===== src/rtl/owbm_pkg.sv =====
// Package for the one-wire bus master: payload structs, command codes,
// phase encoding and register indexes. No dependencies.
package owbm_pkg;

   localparam int CSR_INDEX_BITS = 3;
   localparam int CSR_DATA_BITS  = 10;

   // command selector codes
   localparam logic [1:0] FUNC_NONE  = 2'd0;
   localparam logic [1:0] FUNC_RESET = 2'd1;
   localparam logic [1:0] FUNC_WRITE = 2'd2;
   localparam logic [1:0] FUNC_READ  = 2'd3;

   // reset status codes
   localparam logic [1:0] STAT_PRESENT = 2'd0;
   localparam logic [1:0] STAT_ABSENT  = 2'd1;
   localparam logic [1:0] STAT_STUCK   = 2'd2;

   // configuration register indexes
   localparam logic [CSR_INDEX_BITS-1:0] CSR_RESET_LOW     = 3'd0;
   localparam logic [CSR_INDEX_BITS-1:0] CSR_PRESENCE_WAIT = 3'd1;
   localparam logic [CSR_INDEX_BITS-1:0] CSR_RESET_TAIL    = 3'd2;
   localparam logic [CSR_INDEX_BITS-1:0] CSR_WRITE_ONE_LOW = 3'd3;
   localparam logic [CSR_INDEX_BITS-1:0] CSR_WRITE_ZERO_LOW = 3'd4;
   localparam logic [CSR_INDEX_BITS-1:0] CSR_SLOT          = 3'd5;
   localparam logic [CSR_INDEX_BITS-1:0] CSR_READ_LOW      = 3'd6;
   localparam logic [CSR_INDEX_BITS-1:0] CSR_READ_SAMPLE   = 3'd7;

   typedef struct packed {
      logic [1:0] func;
      logic [7:0] write_data;
      logic       line_level;
   } req_type;

   typedef struct packed {
      logic       drive_low;
      logic       busy_res;
      logic       done_res;
      logic [1:0] reset_status;
      logic [7:0] read_data;
   } rsp_type;

   typedef enum logic [5:0] {
      PH_IDLE  = 6'b000001,
      PH_RLOW  = 6'b000010,
      PH_RWAIT = 6'b000100,
      PH_RTAIL = 6'b001000,
      PH_WBIT  = 6'b010000,
      PH_RDBIT = 6'b100000
   } phase_type;

endpackage


===== src/rtl/owbm_front.sv =====
// Front end of the one-wire bus master: takes tick transactions into a
// two-entry queue that decouples input stalls from the bus engine. Uses owbm_pkg.
module owbm_front (
   input  logic             clock,
   input  logic             reset,
   input  logic             req_valid,
   output logic             req_stall,
   input  owbm_pkg::req_type req_payload,
   output logic             item_valid,
   output owbm_pkg::req_type item,
   input  logic             item_pop
);
   import owbm_pkg::*;

   req_type    entry_ff [2];
   logic       wr_ptr_ff, wr_ptr_in;
   logic       rd_ptr_ff, rd_ptr_in;
   logic [1:0] count_ff, count_in;
   logic       push;

   assign req_stall  = (count_ff == 2'd2);
   assign push       = req_valid && !req_stall;
   assign item_valid = (count_ff != 2'd0);
   assign item       = entry_ff[rd_ptr_ff];

   always_comb begin
      wr_ptr_in = push ? ~wr_ptr_ff : wr_ptr_ff;
      rd_ptr_in = item_pop ? ~rd_ptr_ff : rd_ptr_ff;
      count_in  = count_ff + {1'b0, push} - {1'b0, item_pop};
   end

   always_ff @(posedge clock) begin
      if (reset) begin
         wr_ptr_ff <= 1'b0;
         rd_ptr_ff <= 1'b0;
         count_ff  <= 2'd0;
      end else begin
         wr_ptr_ff <= wr_ptr_in;
         rd_ptr_ff <= rd_ptr_in;
         count_ff  <= count_in;
      end
   end

   always_ff @(posedge clock) begin
      if (push) begin
         entry_ff[wr_ptr_ff] <= req_payload;
      end
   end

endmodule


===== src/rtl/owbm_back.sv =====
// Back end of the one-wire bus master: timing registers, bus phase state
// machine and the result register. Uses owbm_pkg.
module owbm_back #(
   parameter int COUNT_BITS = 10
) (
   input  logic                                  clock,
   input  logic                                  reset,
   input  logic                                  csr_we,
   input  logic [owbm_pkg::CSR_INDEX_BITS-1:0]   csr_index,
   input  logic [owbm_pkg::CSR_DATA_BITS-1:0]    csr_wdata,
   input  logic                                  item_valid,
   input  owbm_pkg::req_type                     item,
   output logic                                  item_pop,
   output logic                                  rsp_valid,
   input  logic                                  rsp_stall,
   output owbm_pkg::rsp_type                     rsp_payload
);
   import owbm_pkg::*;

   localparam int CW = (COUNT_BITS > 11) ? COUNT_BITS : 11;
   localparam logic [COUNT_BITS-1:0] CNT_MAX = '1;

   // timing registers
   logic [9:0] reset_low_ff;
   logic [7:0] presence_wait_ff;
   logic [9:0] reset_tail_ff;
   logic [6:0] write_one_low_ff;
   logic [6:0] write_zero_low_ff;
   logic [7:0] slot_ff;
   logic [5:0] read_low_ff;
   logic [5:0] read_sample_ff;

   phase_type             phase_ff, phase_in;
   logic [COUNT_BITS-1:0] tc_ff, tc_in;
   logic [2:0]            bi_ff, bi_in;
   logic [7:0]            sb_ff, sb_in;
   logic [1:0]            status_ff, status_in;
   logic [7:0]            rdres_ff, rdres_in;
   logic                  drive, done;
   logic                  rsp_valid_ff;
   rsp_type               rsp_ff;

   function automatic logic reached(input logic [COUNT_BITS-1:0] t, input logic [CW-1:0] len);
      return (CW'(t) >= len) || (t == CNT_MAX);
   endfunction

   assign item_pop    = item_valid && (!rsp_valid_ff || !rsp_stall);
   assign rsp_valid   = rsp_valid_ff;
   assign rsp_payload = rsp_ff;

   always_ff @(posedge clock) begin
      if (reset) begin
         reset_low_ff      <= 10'd480;
         presence_wait_ff  <= 8'd70;
         reset_tail_ff     <= 10'd410;
         write_one_low_ff  <= 7'd6;
         write_zero_low_ff <= 7'd60;
         slot_ff           <= 8'd70;
         read_low_ff       <= 6'd6;
         read_sample_ff    <= 6'd9;
      end else if (csr_we) begin
         unique case (csr_index)
            CSR_RESET_LOW:      reset_low_ff      <= csr_wdata;
            CSR_PRESENCE_WAIT:  presence_wait_ff  <= csr_wdata[7:0];
            CSR_RESET_TAIL:     reset_tail_ff     <= csr_wdata;
            CSR_WRITE_ONE_LOW:  write_one_low_ff  <= csr_wdata[6:0];
            CSR_WRITE_ZERO_LOW: write_zero_low_ff <= csr_wdata[6:0];
            CSR_SLOT:           slot_ff           <= csr_wdata[7:0];
            CSR_READ_LOW:       read_low_ff       <= csr_wdata[5:0];
            CSR_READ_SAMPLE:    read_sample_ff    <= csr_wdata[5:0];
            default: ;
         endcase
      end
   end

   always_comb begin
      phase_type             ph;
      logic [COUNT_BITS-1:0] tc;
      logic [COUNT_BITS-1:0] tc_up;
      logic [2:0]            bi;
      logic [7:0]            sb;
      logic [6:0]            low;
      logic [6:0]            at;
      logic [7:0]            len;
      logic [9:0]            rlow;

      ph   = phase_ff;
      tc   = tc_ff;
      bi   = bi_ff;
      sb   = sb_ff;
      drive = 1'b0;
      done  = 1'b0;
      status_in = status_ff;
      rdres_in  = rdres_ff;

      // a command starts only from idle and that tick is its first
      if (phase_ff == PH_IDLE && item.func != FUNC_NONE) begin
         tc = '0;
         bi = '0;
         unique case (item.func)
            FUNC_RESET: ph = PH_RLOW;
            FUNC_WRITE: begin
               ph = PH_WBIT;
               sb = item.write_data;
            end
            default: begin
               ph = PH_RDBIT;
               sb = 8'd0;
            end
         endcase
      end

      tc_up = (tc == CNT_MAX) ? tc : tc + 1'b1;
      low   = sb[bi] ? write_one_low_ff : write_zero_low_ff;
      at    = 7'(read_low_ff) + 7'(read_sample_ff);
      rlow  = (reset_low_ff == 10'd0) ? 10'd1 : reset_low_ff;
      len   = 8'd0;

      phase_in = ph;
      tc_in    = tc;
      bi_in    = bi;
      sb_in    = sb;

      unique case (ph)
         PH_RLOW: begin
            drive = 1'b1;
            tc_in = tc_up;
            if (reached(tc_up, CW'(rlow))) begin
               phase_in = PH_RWAIT;
               tc_in    = '0;
            end
         end
         PH_RWAIT: begin
            if (reached(tc, CW'(presence_wait_ff))) begin
               status_in = item.line_level ? STAT_ABSENT : STAT_PRESENT;
               phase_in  = PH_RTAIL;
               tc_in     = '0;
            end else begin
               tc_in = tc_up;
            end
         end
         PH_RTAIL: begin
            tc_in = tc_up;
            if (reached(tc_up, CW'(reset_tail_ff))) begin
               if (!item.line_level) begin
                  status_in = STAT_STUCK;
               end
               phase_in = PH_IDLE;
               tc_in    = '0;
               done     = 1'b1;
            end
         end
         PH_WBIT: begin
            len   = (slot_ff > 8'(low)) ? slot_ff : 8'(low) + 8'd1;
            drive = (CW'(tc) < CW'(low));
            tc_in = tc_up;
            if (reached(tc_up, CW'(len))) begin
               tc_in = '0;
               if (bi == 3'd7) begin
                  phase_in = PH_IDLE;
                  bi_in    = '0;
                  done     = 1'b1;
               end else begin
                  bi_in = bi + 3'd1;
               end
            end
         end
         PH_RDBIT: begin
            len   = (slot_ff > 8'(at)) ? slot_ff : 8'(at) + 8'd1;
            drive = (CW'(tc) < CW'(read_low_ff));
            if (CW'(tc) == CW'(at)) begin
               sb_in = {item.line_level, sb[7:1]};
            end
            tc_in = tc_up;
            if (reached(tc_up, CW'(len))) begin
               tc_in = '0;
               if (bi == 3'd7) begin
                  rdres_in = sb_in;
                  phase_in = PH_IDLE;
                  bi_in    = '0;
                  done     = 1'b1;
               end else begin
                  bi_in = bi + 3'd1;
               end
            end
         end
         default: phase_in = PH_IDLE;
      endcase
   end

   always_ff @(posedge clock) begin
      if (reset) begin
         phase_ff     <= PH_IDLE;
         tc_ff        <= '0;
         bi_ff        <= '0;
         sb_ff        <= '0;
         status_ff    <= STAT_PRESENT;
         rdres_ff     <= '0;
         rsp_valid_ff <= 1'b0;
      end else begin
         if (item_pop) begin
            phase_ff  <= phase_in;
            tc_ff     <= tc_in;
            bi_ff     <= bi_in;
            sb_ff     <= sb_in;
            status_ff <= status_in;
            rdres_ff  <= rdres_in;
            rsp_valid_ff <= 1'b1;
         end else if (!rsp_stall) begin
            rsp_valid_ff <= 1'b0;
         end
      end
   end

   always_ff @(posedge clock) begin
      if (item_pop) begin
         rsp_ff.drive_low    <= drive;
         rsp_ff.busy_res     <= (phase_in != PH_IDLE);
         rsp_ff.done_res     <= done;
         rsp_ff.reset_status <= status_in;
         rsp_ff.read_data    <= rdres_in;
      end
   end

endmodule


===== src/rtl/onewire_bus_master.sv =====
// Top level of the one-wire bus master: front queue plus bus engine.
// Depends on owbm_pkg, owbm_front and owbm_back.
//
//   channel | direction | payload     | handshake
//   req     | in        | req_type    | req_valid / req_stall
//   rsp     | out       | rsp_type    | rsp_valid / rsp_stall
//   csr     | in        | 10-bit data | csr_we, csr_index (write only)
//
// One tick transaction in, one result out; a new tick is taken every cycle while the front queue is not full.
// Each tick passes through the front queue and then the engine's result register.
// The tick counter in the engine advances at most once per transaction, never per clock.
// Synchronous active-high reset restores default timing and the idle phase.
// A stalled result holds; the two-entry queue absorbs input while the output waits.
module onewire_bus_master #(
   parameter int COUNT_BITS = 10
) (
   input  logic                                clock,
   input  logic                                reset,
   input  logic                                req_valid,
   output logic                                req_stall,
   input  owbm_pkg::req_type                   req_payload,
   output logic                                rsp_valid,
   input  logic                                rsp_stall,
   output owbm_pkg::rsp_type                   rsp_payload,
   input  logic                                csr_we,
   input  logic [owbm_pkg::CSR_INDEX_BITS-1:0] csr_index,
   input  logic [owbm_pkg::CSR_DATA_BITS-1:0]  csr_wdata
);
   import owbm_pkg::*;

   logic    item_valid;
   logic    item_pop;
   req_type item;

   owbm_front u_front (
      .clock       (clock),
      .reset       (reset),
      .req_valid   (req_valid),
      .req_stall   (req_stall),
      .req_payload (req_payload),
      .item_valid  (item_valid),
      .item        (item),
      .item_pop    (item_pop)
   );

   owbm_back #(
      .COUNT_BITS (COUNT_BITS)
   ) u_back (
      .clock       (clock),
      .reset       (reset),
      .csr_we      (csr_we),
      .csr_index   (csr_index),
      .csr_wdata   (csr_wdata),
      .item_valid  (item_valid),
      .item        (item),
      .item_pop    (item_pop),
      .rsp_valid   (rsp_valid),
      .rsp_stall   (rsp_stall),
      .rsp_payload (rsp_payload)
   );

endmodule


===== config.mk =====
export PLATFORM = sky130hd
export DESIGN_NAME = onewire_bus_master
export DESIGN_NICKNAME = d
export VERILOG_FILES = /design/src/rtl/owbm_pkg.sv /design/src/rtl/owbm_front.sv /design/src/rtl/owbm_back.sv /design/src/rtl/onewire_bus_master.sv
export SDC_FILE = /design/constraint.sdc
export NUM_CORES = 1
export LEC_CHECK = 0
export CORE_MARGIN = 10
export CORE_UTILIZATION = 61
export DETAILED_ROUTE_END_ITERATION = 6
export DONT_BUFFER_PORTS = 1
export HOLD_SLACK_MARGIN = 0.12
export PLACE_DENSITY = 0.77
export SLEW_MARGIN = 10
export SYNTH_ARGS = -nofsm -noshare
export SYNTH_HDL_FRONTEND = slang
export SYNTH_HIERARCHICAL = 1
export SYNTH_SLANG_ARGS = --single-unit

===== constraint.sdc =====
create_clock -name clock -period 7.15 [get_ports clock]
set_input_delay 1.0725 -clock clock [delete_from_list [all_inputs] [get_ports clock]]
set_output_delay 1.0725 -clock clock [all_outputs]
set_load 0.02 [all_outputs]

### Yosys cells after proc, flatten, opt, wreduce, memory -nomap -nowiden

Memories as Yosys holds them, arrays and structs flattened. A register that Yosys moved wholly into a read port is not among the register bits.
Cells that the tools add are included.

* register bits: 117
* latch bits: 0
* RAM bits: 22
* bits in read-only memories: 0
* input port bits: 29
* word-level logic and storage cells: 141
* memories: 1

* add/subtract/negate cells: 7
* $mul: 0
* divide/modulo/power cells: 0
* magnitude comparators: 10
* eq/ne operators: 22
* shift operators: 0
* multiplexer cells: 52
* bitwise operators: 2
* reductions and logical operators: 24

Memories
* u_front.entry_ff: depth 2, bits a word 11, rd ports 1, clocked after memory_dff 1, wr ports 1, RTL line owbm_front.sv:15 `req_type entry_ff [2];`

Operators by type and width (number)
* $mux W10: 8
* $mux W8: 8
* $pmux W10 S5: 1
* $mux W6: 7
* $ge A10 B8 Y1: 3
* $pmux W6 S5: 1
* $eq A10 B10 Y1 const B: 2
* $ge A10 B10 Y1: 2
* $add A7 B1 Y8 const B: 2
* $gt A8 B7 Y1: 2
* $pmux W8 S2: 1
* $reduce_and A2 Y1: 8
* $eq A3 B3 Y1 const B: 5
* $mux W1: 12
* $mux W3: 4
* $pmux W6 S2: 1
* $add A10 B1 Y10 const B: 1
* $eq A10 B7 Y1: 1
* $logic_not A10 Y1: 1
* $lt A10 B6 Y1: 1
* $lt A10 B7 Y1: 1
* $add A6 B6 Y7: 1
* $mux W7: 1
* $eq A3 B2 Y1 const B: 2
* 26 further kinds: 41

### Longest topological paths before layout

Gate-level depths: netlist of the first run.

* word-level depth: 13
* depth in mapped cells: 28

### Modules after synthesis

Netlist of the first run, hierarchy kept.

By module, submodules not included
* owbm_back: instances 1, cells an instance 933, area each 7795.0 um2, sequential area each 2392.3 um2
* owbm_front: instances 1, cells an instance 59, area each 1016.0 um2, sequential area each 760.7 um2

### Worst setup path after synthesis of the first run

OpenSTA, ideal clock, no wires.

* kind: register -> register
* start point: reg with a tool-made name
* end point: reg u_back.bi_ff[0]
* setup time: 0.070 ns
* arrival time: 6.260 ns
* setup slack: 0.820 ns
* cell stages (with the launch flop): 29
* path buffers: 3
* cells stage by stage: dfxtp_1 -> buf_2 -> mux2_2 -> inv_1 -> ha_1 -> or4_1 -> buf_2 -> nor3_4 -> a2111oi_1 -> o2bb2ai_2 -> buf_4 -> mux2i_1 -> ha_1 -> nand3_1 -> nor3b_1 -> and2_1 -> o221ai_1 -> a22oi_4 -> mux2i_1 -> ha_1 -> nand2b_1 -> a21o_1 -> a21o_1 -> a21oi_1 -> nor3_1 -> nor4_1 -> o22ai_1 -> or3_1 -> a21oi_1

RTL lines
* end signal, assigned: RTL line owbm_back.sv:204 `bi_ff <= bi_in;`
* end, declared: RTL line owbm_back.sv:35 `logic [2:0] bi_ff, bi_in;`

==> out/qor.yml, run 1 <==
global_route:
  track_usage: 0.228
  antenna_found_initial: 0
  grt_pass1_vias: 7129
  grt_pass1_wl_um: 36700
  grt_max_degree: 100
  grt-ovfl-total: 0
synthesis:
  synth_edf_count: 35
  syn-instance-count: 992
  ys_seq_area_frac: 0.358
  synthesis.nets: 1104
  synth_flop_cell: "dfxtp_1"
  synthesis.area_sq_mm: 0.00881
  yosys_warnings: 6
  async_reset_ff_frac: 0
  synth.distinct_cells: 76
  ys_ff_latch: 140
  syn_area_per_cell_sq_um: 8.88
timing:
  fmax_mhz: 152
  finalCritPeriodShare: 0.917
  drv_slew: 0
  relSlewSlack: 0.316
  fin_skew_ns: 0.00881
  timing_hold_violations_final: 0
  fin_setup_tns_ns: 0
  fin_crit_ns: 6.56
  worst_slew_pin_slew_ns: 1.02
  rsz0062_at_grt: "false"
  setup-violations-final: 0
  hold_ws_ns: 0.451
route:
  totalWireLength_um: 22400
  postRouteAntennaNets: 0
  drt_iter0_markers: 769
  drt-pass1-iter-count: 6
  route.vias.total: 7268
  viasPerCell: 6.18
  wl_per_cell_um: 19.1
  drc: 0
clock_network:
  cts_hold_buf: 0
  worst_skew_pair.late_latency_ns: 0.43
  tritoncts: "done"
  cts_sinks: 140
  h-tree-depth: 4
  clkTransAtPathRegs_ns: 0.06
  cts_buffers: 17
  root_buffer: "clkbuf_16"
  clk_path_buf_depth: 2
setup_path:
  critPathMostFrequentCell: "ha_1"
  criticalPathCategory: "reg -> reg"
  r2r_slack_ns: 0.59
  worst-endpoint-required_ns: 7.52
  endpoint: "u_back/bi_ff[0]"
  crit_path_top_delay_cell: "or4_1"
  rr_worst_depth: 27
  critPathArrivalTime_ns: 6.92
  start_kind: "register"
  crit_fanout: 9
  end_kind: "register"
  reg2reg_to: "u_back/bi_ff[0]"
  cp_slowest_stage_delay_ns: 0.55
final_layout:
  fillers: 1103
  final_common_cell: "dfxtp_1"
  finalNonFillerCells: 1176
  utilization: 0.683
  final_cell_mix: "dfxtp_1, nand2_1, nor2_1, ha_1, inv_1"
  diodes: 0
  final_nets: 1095
  layout-drive-gt1-share: 0.0833
  area_growth_pct: 8.86
floorplanning:
  fp.dieW_um: 140
  ios: 44
  std_cell_rows: 43
  initial_core_util: 0.627
  die-area_sq_mm: 0.0197
  coreArea_sq_mm: 0.0140
  die_y_um: 140
power_and_ir_drop:
  swShare: 0.361
  p_switching_mw: 0.980
  peakVddDrop_v: 0.000248
  p_total_mw: 2.72
  p_per_area_mw_per_mm2: 283
  p_leak_nw: 3.99
  internal_power_mw: 1.74
  p_clk_frac: 0.325
  pwr-share-comb: 0.306
  pwr-share-seq: 0.369
worst_hold_path:
  min_path_type: "reg -> reg"
placement:
  place_inst: 1143
  gp_congestion: 0.971
  io_buffer_count: 0
  hpwl_um: 16100
outcome:
  status: "finished clean"
flow_run:
  maxCapViolations: 0
-- power groups by stage --
stage / sequential (mW) / combinational, mW / clock (mW)
finish: 1.00 / 0.832 / 0.882
floorplan: 0.996 / 0.622 / 0
detailed placement: 1.02 / 0.811 / 0
global placement: 1.02 / 0.793 / 0
global route: 1.01 / 0.919 / 0.924
CTS: 1.00 / 0.815 / 0.896
-- final cells by class --
| class | count | area (sq um) | area share |
|---|---|---|---|
| Multi-Input combinational cell | 743 | 5240 | 0.547 |
| Clock inverter | 12 | 139 | 0.0145 |
| Timing Repair Buffer | 18 | 148 | 0.0154 |
| Clock buffer | 20 | 447 | 0.0466 |
| Tap cell | 180 | 225 | 0.0235 |
| Inverter | 63 | 236 | 0.0247 |
| Sequential cell | 140 | 3150 | 0.329 |
-- worst min path at each step --
stage                               startpoint  cells after the start                    endpoint
finish              u_back/presence_wait_ff[4]                      2  u_back/presence_wait_ff[4]
CTS                 u_back/presence_wait_ff[3]                      2  u_back/presence_wait_ff[3]
global route        u_back/presence_wait_ff[3]                      2  u_back/presence_wait_ff[3]
global placement    u_back/presence_wait_ff[4]                      2  u_back/presence_wait_ff[4]
floorplan                  u_back/status_ff[1]                      2         u_back/status_ff[1]
detailed placement  u_back/presence_wait_ff[3]                      2  u_back/presence_wait_ff[3]
-- flip-flops by register name, indices dropped and copies added, names as in the netlist, 2 cells and up, named ones only --
register and flops:
u_back/write_zero_low_ff 7, u_back/read_sample_ff 6, u_front/entry_ff 22, u_back/reset_tail_ff 10, u_back/status_ff 2, u_front/count_ff 2, u_back/tc_ff 10, u_back/reset_low_ff 10
u_back/phase_ff 6, u_back/rsp_payload 13, u_back/slot_ff 8, u_back/presence_wait_ff 8, u_back/sb_ff 8, u_back/rdres_ff 8, u_back/bi_ff 3, u_back/write_one_low_ff 7
u_back/read_low_ff 6
-- stage by stage --
| step | cell area, sq um | setup WS [ns] |
|---|---|---|
| detailed placement | 8980 | 0.587 |
| CTS | 9570 | 0.556 |
| global placement | 8980 | 0.769 |
| floorplan | 8810 | 0.820 |
| global route | 9590 | 0.143 |
| finish | 9590 | 0.591 |
-- synth_stat cells (4+ instances only) --
cell type / n / share of area
xnor2_1: 21 / 0.021
nor3_1: 24 / 0.014
a31oi_1: 6 / 0.0043
or3_1: 6 / 0.0043
o2bb2ai_1: 10 / 0.0099
nand3b_1: 19 / 0.016
inv_1: 62 / 0.026
a22o_1: 8 / 0.0080
nor2b_1: 14 / 0.0099
and2_1: 15 / 0.011
ha_1: 82 / 0.12
a211o_1: 21 / 0.021
mux2_2: 13 / 0.017
dfxtp_1: 105 / 0.24
nand3_1: 22 / 0.012
nor2_1: 82 / 0.035
nand2_1: 103 / 0.044
a211oi_1: 5 / 0.0043
mux2i_1: 56 / 0.064
xor2_1: 6 / 0.0060
a21o_1: 21 / 0.018
o211ai_1: 8 / 0.0068
clkbuf_1: 34 / 0.014
o21a_1: 7 / 0.0060
edfxtp_1: 35 / 0.12
and3_1: 4 / 0.0028
nor4_1: 9 / 0.0064
or2_2: 5 / 0.0036
o21ai_0: 47 / 0.027
nand4_1: 6 / 0.0043
buf_2: 5 / 0.0028
a21oi_1: 51 / 0.029
o2111ai_1: 5 / 0.0050
nand2b_1: 11 / 0.0078
-- routing by layer --
metal	track usage	share of wire	vias to the layer above
met5	0	0	-
met4	0.0967	0.031	0
met3	0.0551	0.066	45
met2	0.379	0.48	234
met1	0.274	0.42	3449
li1	-	-	3540
-- worst max-delay path: cells and delay by family, from the launching register on --
kind,cells,cell delay (ns)
fa+ha+maj,3,0.64
simple gates,9,2.40
flops,1,0.34
buf+inv,3,0.42
compound gates,9,1.74
mux,3,0.94
-- cell families (layout without fill, tap and decap cells) --
logic type               count (synthesis)  in the layout  share of synthesized area
adder cells (fa/ha/maj)                 85             85                      0.121
AO/OA/AOI/OAI                          218            218                      0.168
buffers and inverters                  109            113                     0.0480
multiplexers                            70             70                     0.0828
XOR/XNOR                                28             28                     0.0295
flip-flops                             140            140                      0.358
AND/OR/NAND/NOR                        342            342                      0.193
-- timing repair --
action | 4_1_cts | 5_1_grt
setup buffers | 0 | 1
hold endpoints to repair | 0 | 0
resized for setup | 0 | 1
setup endpoints to repair | 0 | 1
(Power assumes the default switching activity.)
==> run 2: changes to the inputs <==
--- a/config.mk
+++ b/config.mk
@@ -14,5 +14,4 @@
 export SLEW_MARGIN = 10
 export SYNTH_ARGS = -nofsm -noshare
 export SYNTH_HDL_FRONTEND = slang
-export SYNTH_HIERARCHICAL = 1
 export SYNTH_SLANG_ARGS = --single-unit
==> constraint.sdc (replaced) <==
create_clock -name clock -period 7.5 [get_ports clock]
set_input_delay 1.125 -clock clock [delete_from_list [all_inputs] [get_ports clock]]
set_output_delay 1.125 -clock clock [all_outputs]
set_load 0.02 [all_outputs]
==> run 2 against run 1 <==
Net effect:
- flip-flop and latch count stayed put
- utilization shrank 0.58 points
- worst setup slack got worse by 0.18 ns
- largest cell class unchanged
- highest routed layer unchanged
==> out/qor.yml, run 2 <==
placement:
  placed_area_sq_mm: 0.00881  # -1.9%
  hpwl_um: 16000  # -1.1%
  place_inst: 1115  # -2.4%
  pre_cts_ws_ns: 0.0316  # -0.556 ns
  io_buffer_count: 0  # unchanged
  gp_congestion: 0.989  # +1.9%
route:
  postRouteAntennaNets: 0  # unchanged
  route.vias.total: 7210  # -0.80%
  totalWireLength_um: 22100  # -1.4%
  wl_per_cell_um: 19.2  # +0.90%
  drc: 0  # unchanged
  drt_iter0_markers: 706  # -8.2%
  viasPerCell: 6.28  # +1.5%
  drt-pass1-iter-count: 5  # -1
final_layout:
  area_growth_pct: 8.74
  top_register: "u_front.entry_ff"
  layout-drive-gt1-share: 0.103  # +0.0199
  finalNonFillerCells: 1149  # -2.3%
  final_common_cell: "nand2_1"
  postLayoutCellArea_sq_mm: 0.00944  # -1.6%
  diodes: 0  # unchanged
  final_nets: 1067  # -2.6%
  final_cell_mix: "nand2_1, dfxtp_1, nor2_1, ha_1, a21oi_1"
  largest_reg_flops: 22  # unchanged
synthesis:
  synth.distinct_cells: 76  # unchanged
  synth.most_common_cell: "nand2_1"
  yosysTopAreaCell: "dfxtp_1"
  synth_edf_count: 35  # unchanged
  async_reset_ff_frac: 0  # unchanged
  ys_ff_latch: 140  # unchanged
  ys_top_cells_by_area: "dfxtp_1, edfxtp_1, ha_1"
  yosys_warnings: 0  # -6
  yosysTopAreaCellShare: 0.242  # +0.00361
  synthesis.nets: 1080  # -2.2%
  synth_flop_cell: "dfxtp_1"
  syn-instance-count: 969  # -2.3%
  ys_seq_area_frac: 0.363  # +0.00542
  syn_area_per_cell_sq_um: 8.96  # +0.85%
  synthesis.area_sq_mm: 0.00868  # -1.5%
  netlist_top_cells_count: "nand2_1, dfxtp_1, ha_1, nor2_1, mux2i_1"
power_and_ir_drop:
  p_per_area_mw_per_mm2: 314  # +11%
  p_leak_nw: 3.92  # -1.8%
  p_total_mw: 2.96  # +9.0%
  peakVddDrop_v: 0.000240  # -3.4%
floorplanning:
  die-area_sq_mm: 0.0194  # -1.3%
  fp.dieW_um: 139  # -0.64%
  ios: 44  # unchanged
  coreArea_sq_mm: 0.0139  # -0.77%
  die_y_um: 139  # -0.64%
  initial_core_util: 0.623  # -0.00458
  std_cell_rows: 43  # unchanged
clock_network:
  tritoncts: "done"
  worst_skew_pair.late_latency_ns: 0.43  # about the same
  cts_sinks: 140  # unchanged
  h-tree-depth: 4  # unchanged
  clkTransAtPathRegs_ns: 0.07  # about the same
  root_buffer: "clkbuf_16"
  clk_path_buf_depth: 2  # unchanged
  cts_buffers: 17  # unchanged
global_route:
  antenna_found_initial: 0  # unchanged
  grt-ovfl-total: 0  # unchanged
  track_usage: 0.226  # -0.00221
  grt_pass1_wl_um: 36400  # -0.96%
  grt_pass1_vias: 6732  # -5.6%
  grt_max_degree: 68  # -32%
setup_path:
  criticalPathCategory: "reg -> reg"
  cp_slowest_stage_delay_ns: 0.44  # -0.11 ns
  end_kind: "register"
  crit_path_top_delay_cell: "dfxtp_2"
  crit_buf_inv: 1  # -2
  worst-endpoint-required_ns: 7.82  # +0.30 ns
  start_kind: "register"
  crit_fanout: 15  # +6
  critPathArrivalTime_ns: 7.41  # +0.49 ns
  critPathMostFrequentCell: "a21o_1"
  crit_family: "compound AO/OA/AOI/OAI gates"
timing:
  relSlewSlack: 0.145  # -0.171
  finalCritPeriodShare: 0.945  # +0.0278
  timing_hold_violations_final: 0  # unchanged
  fin_setup_tns_ns: 0  # unchanged
  layout_setup_ws_ns: 0.411  # -0.180 ns
  worst_slew_pin_slew_ns: 1.27  # +0.251 ns
  drv_slew: 0  # unchanged
  fin_skew_ns: 0.00775  # -0.00106 ns
  fmax_mhz: 141  # -7.5%
  rsz0062_at_grt: "false"
  fin_crit_ns: 7.09  # +0.530 ns
  setup-violations-final: 0  # unchanged
outcome:
  status: "finished clean"
worst_hold_path:
  min_path_type: "reg -> reg"
flow_run:
  maxCapViolations: 0  # unchanged
## run 2: cell types whose count changed after synthesis, sizes merged, moves of 9 or more
cell     change
nand2       +10
o2bb2ai     -10
nor2b        -9
a211oi       +9
nor3        -13
a211o       -18
nand3b      -17
inv          -9
## run 2: routing by layer
metal,GRT usage,vias to the layer above,wire length [um]
met3,0.0490,31,1790
met5,0,-,0
met1,0.313,3431,10100
met2,0.343,256,9810
met4,0.0670,0,367
li1,-,3492,-
## run 2: power by group
group	leakage, nW	total [mW]	internal [mW]	switching, mW
Combinational	2.46	1.13	0.400	0.733
Sequential	1.19	1.01	0.888	0.119
Clock	0.277	0.821	0.442	0.379
## run 2: metrics by stage
| step | hold slack [ns] | util |
|---|---|---|
| 6_report | 0.456 | 0.677 |
| 5_1_grt | 0.468 | 0.677 |
| 4_1_cts | 0.451 | 0.674 |
| 3_5_place_dp | 0.442 | 0.632 |
| 3_3_place_gp | 0.437 | 0.632 |
| 2_1_floorplan | 0.436 | - |
## run 2: final timing paths
path	from	slack [ns]	depth (start not counted)	end
hold reg to reg	u_back.reset_tail_ff[6]	0.46	2	u_back.reset_tail_ff[6]
hold / removal	u_back.reset_tail_ff[6]	0.46	2	u_back.reset_tail_ff[6]
setup / recovery	register	0.41	28	u_back.phase_ff[0]
setup reg to reg	register	0.41	28	u_back.phase_ff[0]
## run 2: kinds of logic (layout without fill, tap and decap cells)
| group | count (synthesis) | in the layout | synth area share |
|---|---|---|---|
| XOR/XNOR | 26 | 26 | 0.0262 |
| flip-flops | 140 | 140 | 0.363 |
| adder cells (fa/ha/maj) | 83 | 83 | 0.120 |
| buffers and inverters | 98 | 98 | 0.0438 |
| multiplexers | 78 | 78 | 0.0937 |
| AND/OR/NAND/NOR | 314 | 314 | 0.174 |
| AO/OA/AOI/OAI | 230 | 230 | 0.179 |
## run 2: worst register-to-register path: cells and delay by family (launching register included)
family | cells | cell delay, ns
simple gates | 6 | 1.31
buf+inv | 1 | 0.29
mux | 3 | 0.68
flops | 1 | 0.44
compound gates | 15 | 3.41
fa+ha+maj | 3 | 0.82
## run 2: area by class of cell
type | count | area [sq um]
Multi-Input combinational cell | 731 | 5190
Clock buffer | 17 | 425
Timing Repair Buffer | 12 | 90.1
Sequential cell | 140 | 3150
Clock inverter | 15 | 146
Tap cell | 180 | 225
Inverter | 54 | 203
Fill cell | 1134 | 4500
## run 2: timing repair
action	in CTS	in global routing
hold buffers	0	0
gates resized for setup	1	9
pin swaps	0	1
setup endpoints to repair	2	18
setup buffers	0	2
==> run 3: changes to the inputs <==
==> constraint.sdc (replaced) <==
create_clock -name clock -period 7.16 [get_ports clock]
set_input_delay 1.074 -clock clock [delete_from_list [all_inputs] [get_ports clock]]
set_output_delay 1.074 -clock clock [all_outputs]
set_load 0.02 [all_outputs]
==> run 3 against run 2 <==
Net effect:
- via count rose by 2.2%
- die area did not move
- utilization rose by 0.69 points
- fmax rose by 4.4%
- final cell count rose by 0.52%
- critical path depth did not move
- the flow now finishes with violations (design-rule violations)
- critical endpoint unchanged
- register-to-register slack got worse by 0.04 ns
- first-iteration DRC count fell by 9.6%
- clock power rose by 7.8%
- final area rose by 1.0%
- clock skew rose by 0.0061 ns
- sequential power rose by 5%
==> out/qor.yml, run 3 (synthesis gave the netlist of run 2 again) <==
global_route:
  track_usage: 0.224  # -0.00144
  antenna_found_initial: 0  # unchanged
  grt_pass1_wl_um: 36200  # -0.47%
  grt_max_degree: 68  # unchanged
  grt_pass1_vias: 6900  # +2.5%
  grt-ovfl-total: 0  # unchanged
setup_path:
  crit_fanout: 16  # +1
  critPathMostFrequentCell: "a21o_1"
  worst-endpoint-required_ns: 7.47  # -0.35 ns
  reg2reg_to: "u_back.phase_ff[0]"
  start_kind: "register"
  rr_worst_depth: 28  # unchanged
  r2r_slack_ns: 0.37  # -0.04 ns
  criticalPathCategory: "reg -> reg"
  critPathArrivalTime_ns: 7.10  # -0.31 ns
  crit_path_top_delay_cell: "dfxtp_2"
  cp_slowest_stage_delay_ns: 0.43  # about the same
  end_kind: "register"
floorplanning:
  std_cell_rows: 43  # unchanged
  ios: 44  # unchanged
  die-area_sq_mm: 0.0194  # unchanged
  fp.dieW_um: 139  # unchanged
  die_y_um: 139  # unchanged
  coreArea_sq_mm: 0.0139  # unchanged
  initial_core_util: 0.623  # unchanged
power_and_ir_drop:
  p_leak_nw: 3.96  # +0.88%
  swShare: 0.400  # -0.0165
  peakVddDrop_v: 0.000324  # +35%
  pwr-share-comb: 0.383  # about the same
  p_switching_mw: 1.26  # +2.2%
  p_clk_frac: 0.281  # +0.004
  internal_power_mw: 1.89  # +9.4%
  p_per_area_mw_per_mm2: 331  # +5.3%
  pwr-share-seq: 0.336  # -0.004
worst_hold_path:
  hold_path_startpoint: "u_back.presence_wait_ff[7]"
  holdPathStages: 2  # unchanged
  min_to: "u_back.presence_wait_ff[7]"
  min_path_type: "reg -> reg"
clock_network:
  cts_sinks: 140  # unchanged
  clk_path_buf_depth: 2  # unchanged
  worst_skew_pair.late_latency_ns: 0.43  # about the same
  tritoncts: "done"
  cts_buffers: 17  # unchanged
  clkTransAtPathRegs_ns: 0.06  # about the same
  h-tree-depth: 4  # unchanged
  root_buffer: "clkbuf_16"
route:
  viasPerCell: 6.38  # +1.7%
  postRouteAntennaNets: 0  # unchanged
  drt_iter0_markers: 638  # -9.6%
  wl_per_cell_um: 19.3  # +0.33%
  totalWireLength_um: 22300  # +0.85%
  route.vias.total: 7370  # +2.2%
  drc: 4  # +4
  drt-pass1-iter-count: 7  # +2
timing:
  setup-violations-final: 0  # unchanged
  fin_skew_ns: 0.0138  # +0.00606 ns
  fin_crit_ns: 6.79  # -0.301 ns
  drv_slew: 0  # unchanged
  fmax_mhz: 147  # +4.4%
  timing_hold_violations_final: 0  # unchanged
  relSlewSlack: 0.194  # +0.0493
  worst_slew_pin_slew_ns: 1.20  # -0.0726 ns
  fin_setup_tns_ns: 0  # unchanged
  finalCritPeriodShare: 0.948  # +0.00291
placement:
  hpwl_um: 16100  # +0.74%
  gp_congestion: 0.919  # -7.1%
  io_buffer_count: 0  # unchanged
  place_inst: 1122  # +0.63%
final_layout:
  largest_reg_flops: 22  # unchanged
  area_growth_pct: 9.85
  top_register: "u_front.entry_ff"
  layout-drive-gt1-share: 0.111  # +0.00757
  final_nets: 1073  # +0.56%
  finalNonFillerCells: 1155  # +0.52%
  diodes: 0  # unchanged
  final_cell_mix: "nand2_1, dfxtp_1, nor2_1, ha_1, a21oi_1"
  final_common_cell: "nand2_1"
flow_run:
  maxCapViolations: 0  # unchanged
outcome:
  status: "finished with violations"
  violations: "design-rule violations"
## run 3: cell types whose count changed in the layout (fill, tap and decap cells not counted), moves of 2 or more
cell | before | now
mux2i_2 | 3 | 5
inv_6 | 7 | 4
clkinv_4 | 1 | 3
bufinv_16 | 0 | 2
inv_8 | 4 | 1
a22oi_2 | 3 | 1
mux2i_1 | 55 | 52
buf_4 | 12 | 17
a22oi_1 | 5 | 7
## run 3: layout make-up
type	count	area [sq um]
Inverter	54	203
Fill cell	1102	4400
Tap cell	180	225
Timing Repair Buffer	18	139
Multi-Input combinational cell	731	5220
Clock buffer	18	429
Sequential cell	140	3150
Clock inverter	14	160
## run 3: worst max-delay path, delay by kind of cell (launching register included)
family,cells,cell delay (ns)
AO/OA/AOI/OAI,15,3.09
AND/OR/NAND/NOR,6,1.27
adder cells (fa/ha/maj),3,0.89
multiplexers,3,0.73
flip-flops,1,0.43
buffers and inverters,1,0.24
## run 3: worst max-delay path by stage
stage,cells after the start,slack (ns),endpoint,from
2_1_floorplan,30,0.12,u_back.phase_ff[0],register
4_1_cts,27,0.04,u_back.phase_ff[0],register
3_3_place_gp,27,0.20,u_back.phase_ff[0],register
5_1_grt,28,-0.02,u_back.phase_ff[0],register
3_5_place_dp,27,-0.07,u_back.phase_ff[0],register
6_report,28,0.37,u_back.phase_ff[0],register
## run 3: metrics by stage
step / utilization / setup WS, ns / cell area (sq um) / power (mW) / hold WS [ns]
detailed placement: 0.636 / -0.0720 / 8860 / 2.22 / 0.442
CTS: 0.679 / 0.0389 / 9460 / 3.10 / 0.450
finish: 0.684 / 0.372 / 9530 / 3.15 / 0.453
floorplan: - / 0.121 / 8680 / 1.90 / 0.436
global placement: 0.636 / 0.204 / 8860 / 2.20 / 0.438
global route: 0.684 / -0.0204 / 9530 / 3.32 / 0.473
## run 3: routing by layer
metal | up-vias | global-route usage | wire [um]
met4 | 0 | 0.0796 | 404
met1 | 3500 | 0.301 | 9820
li1 | 3504 | - | -
met5 | - | 0 | 0
met3 | 41 | 0.0490 | 2070
met2 | 325 | 0.346 | 10000
## run 3: timing repair
action | CTS | global route
setup buffers | 0 | 1
setup endpoints to repair | 9 | 18
hold buffers | 0 | 0
gates resized for setup | 1 | 17
pin swaps | 0 | 1
## run 3: power groups by stage
stage / logic (mW) / clock network (mW) / registers (mW)
final: 1.21 / 0.885 / 1.06
after global routing: 1.33 / 0.920 / 1.07
after CTS: 1.16 / 0.889 / 1.05
after detailed placement: 1.15 / 0 / 1.07
after global placement: 1.13 / 0 / 1.07
after floorplan: 0.872 / 0 / 1.02
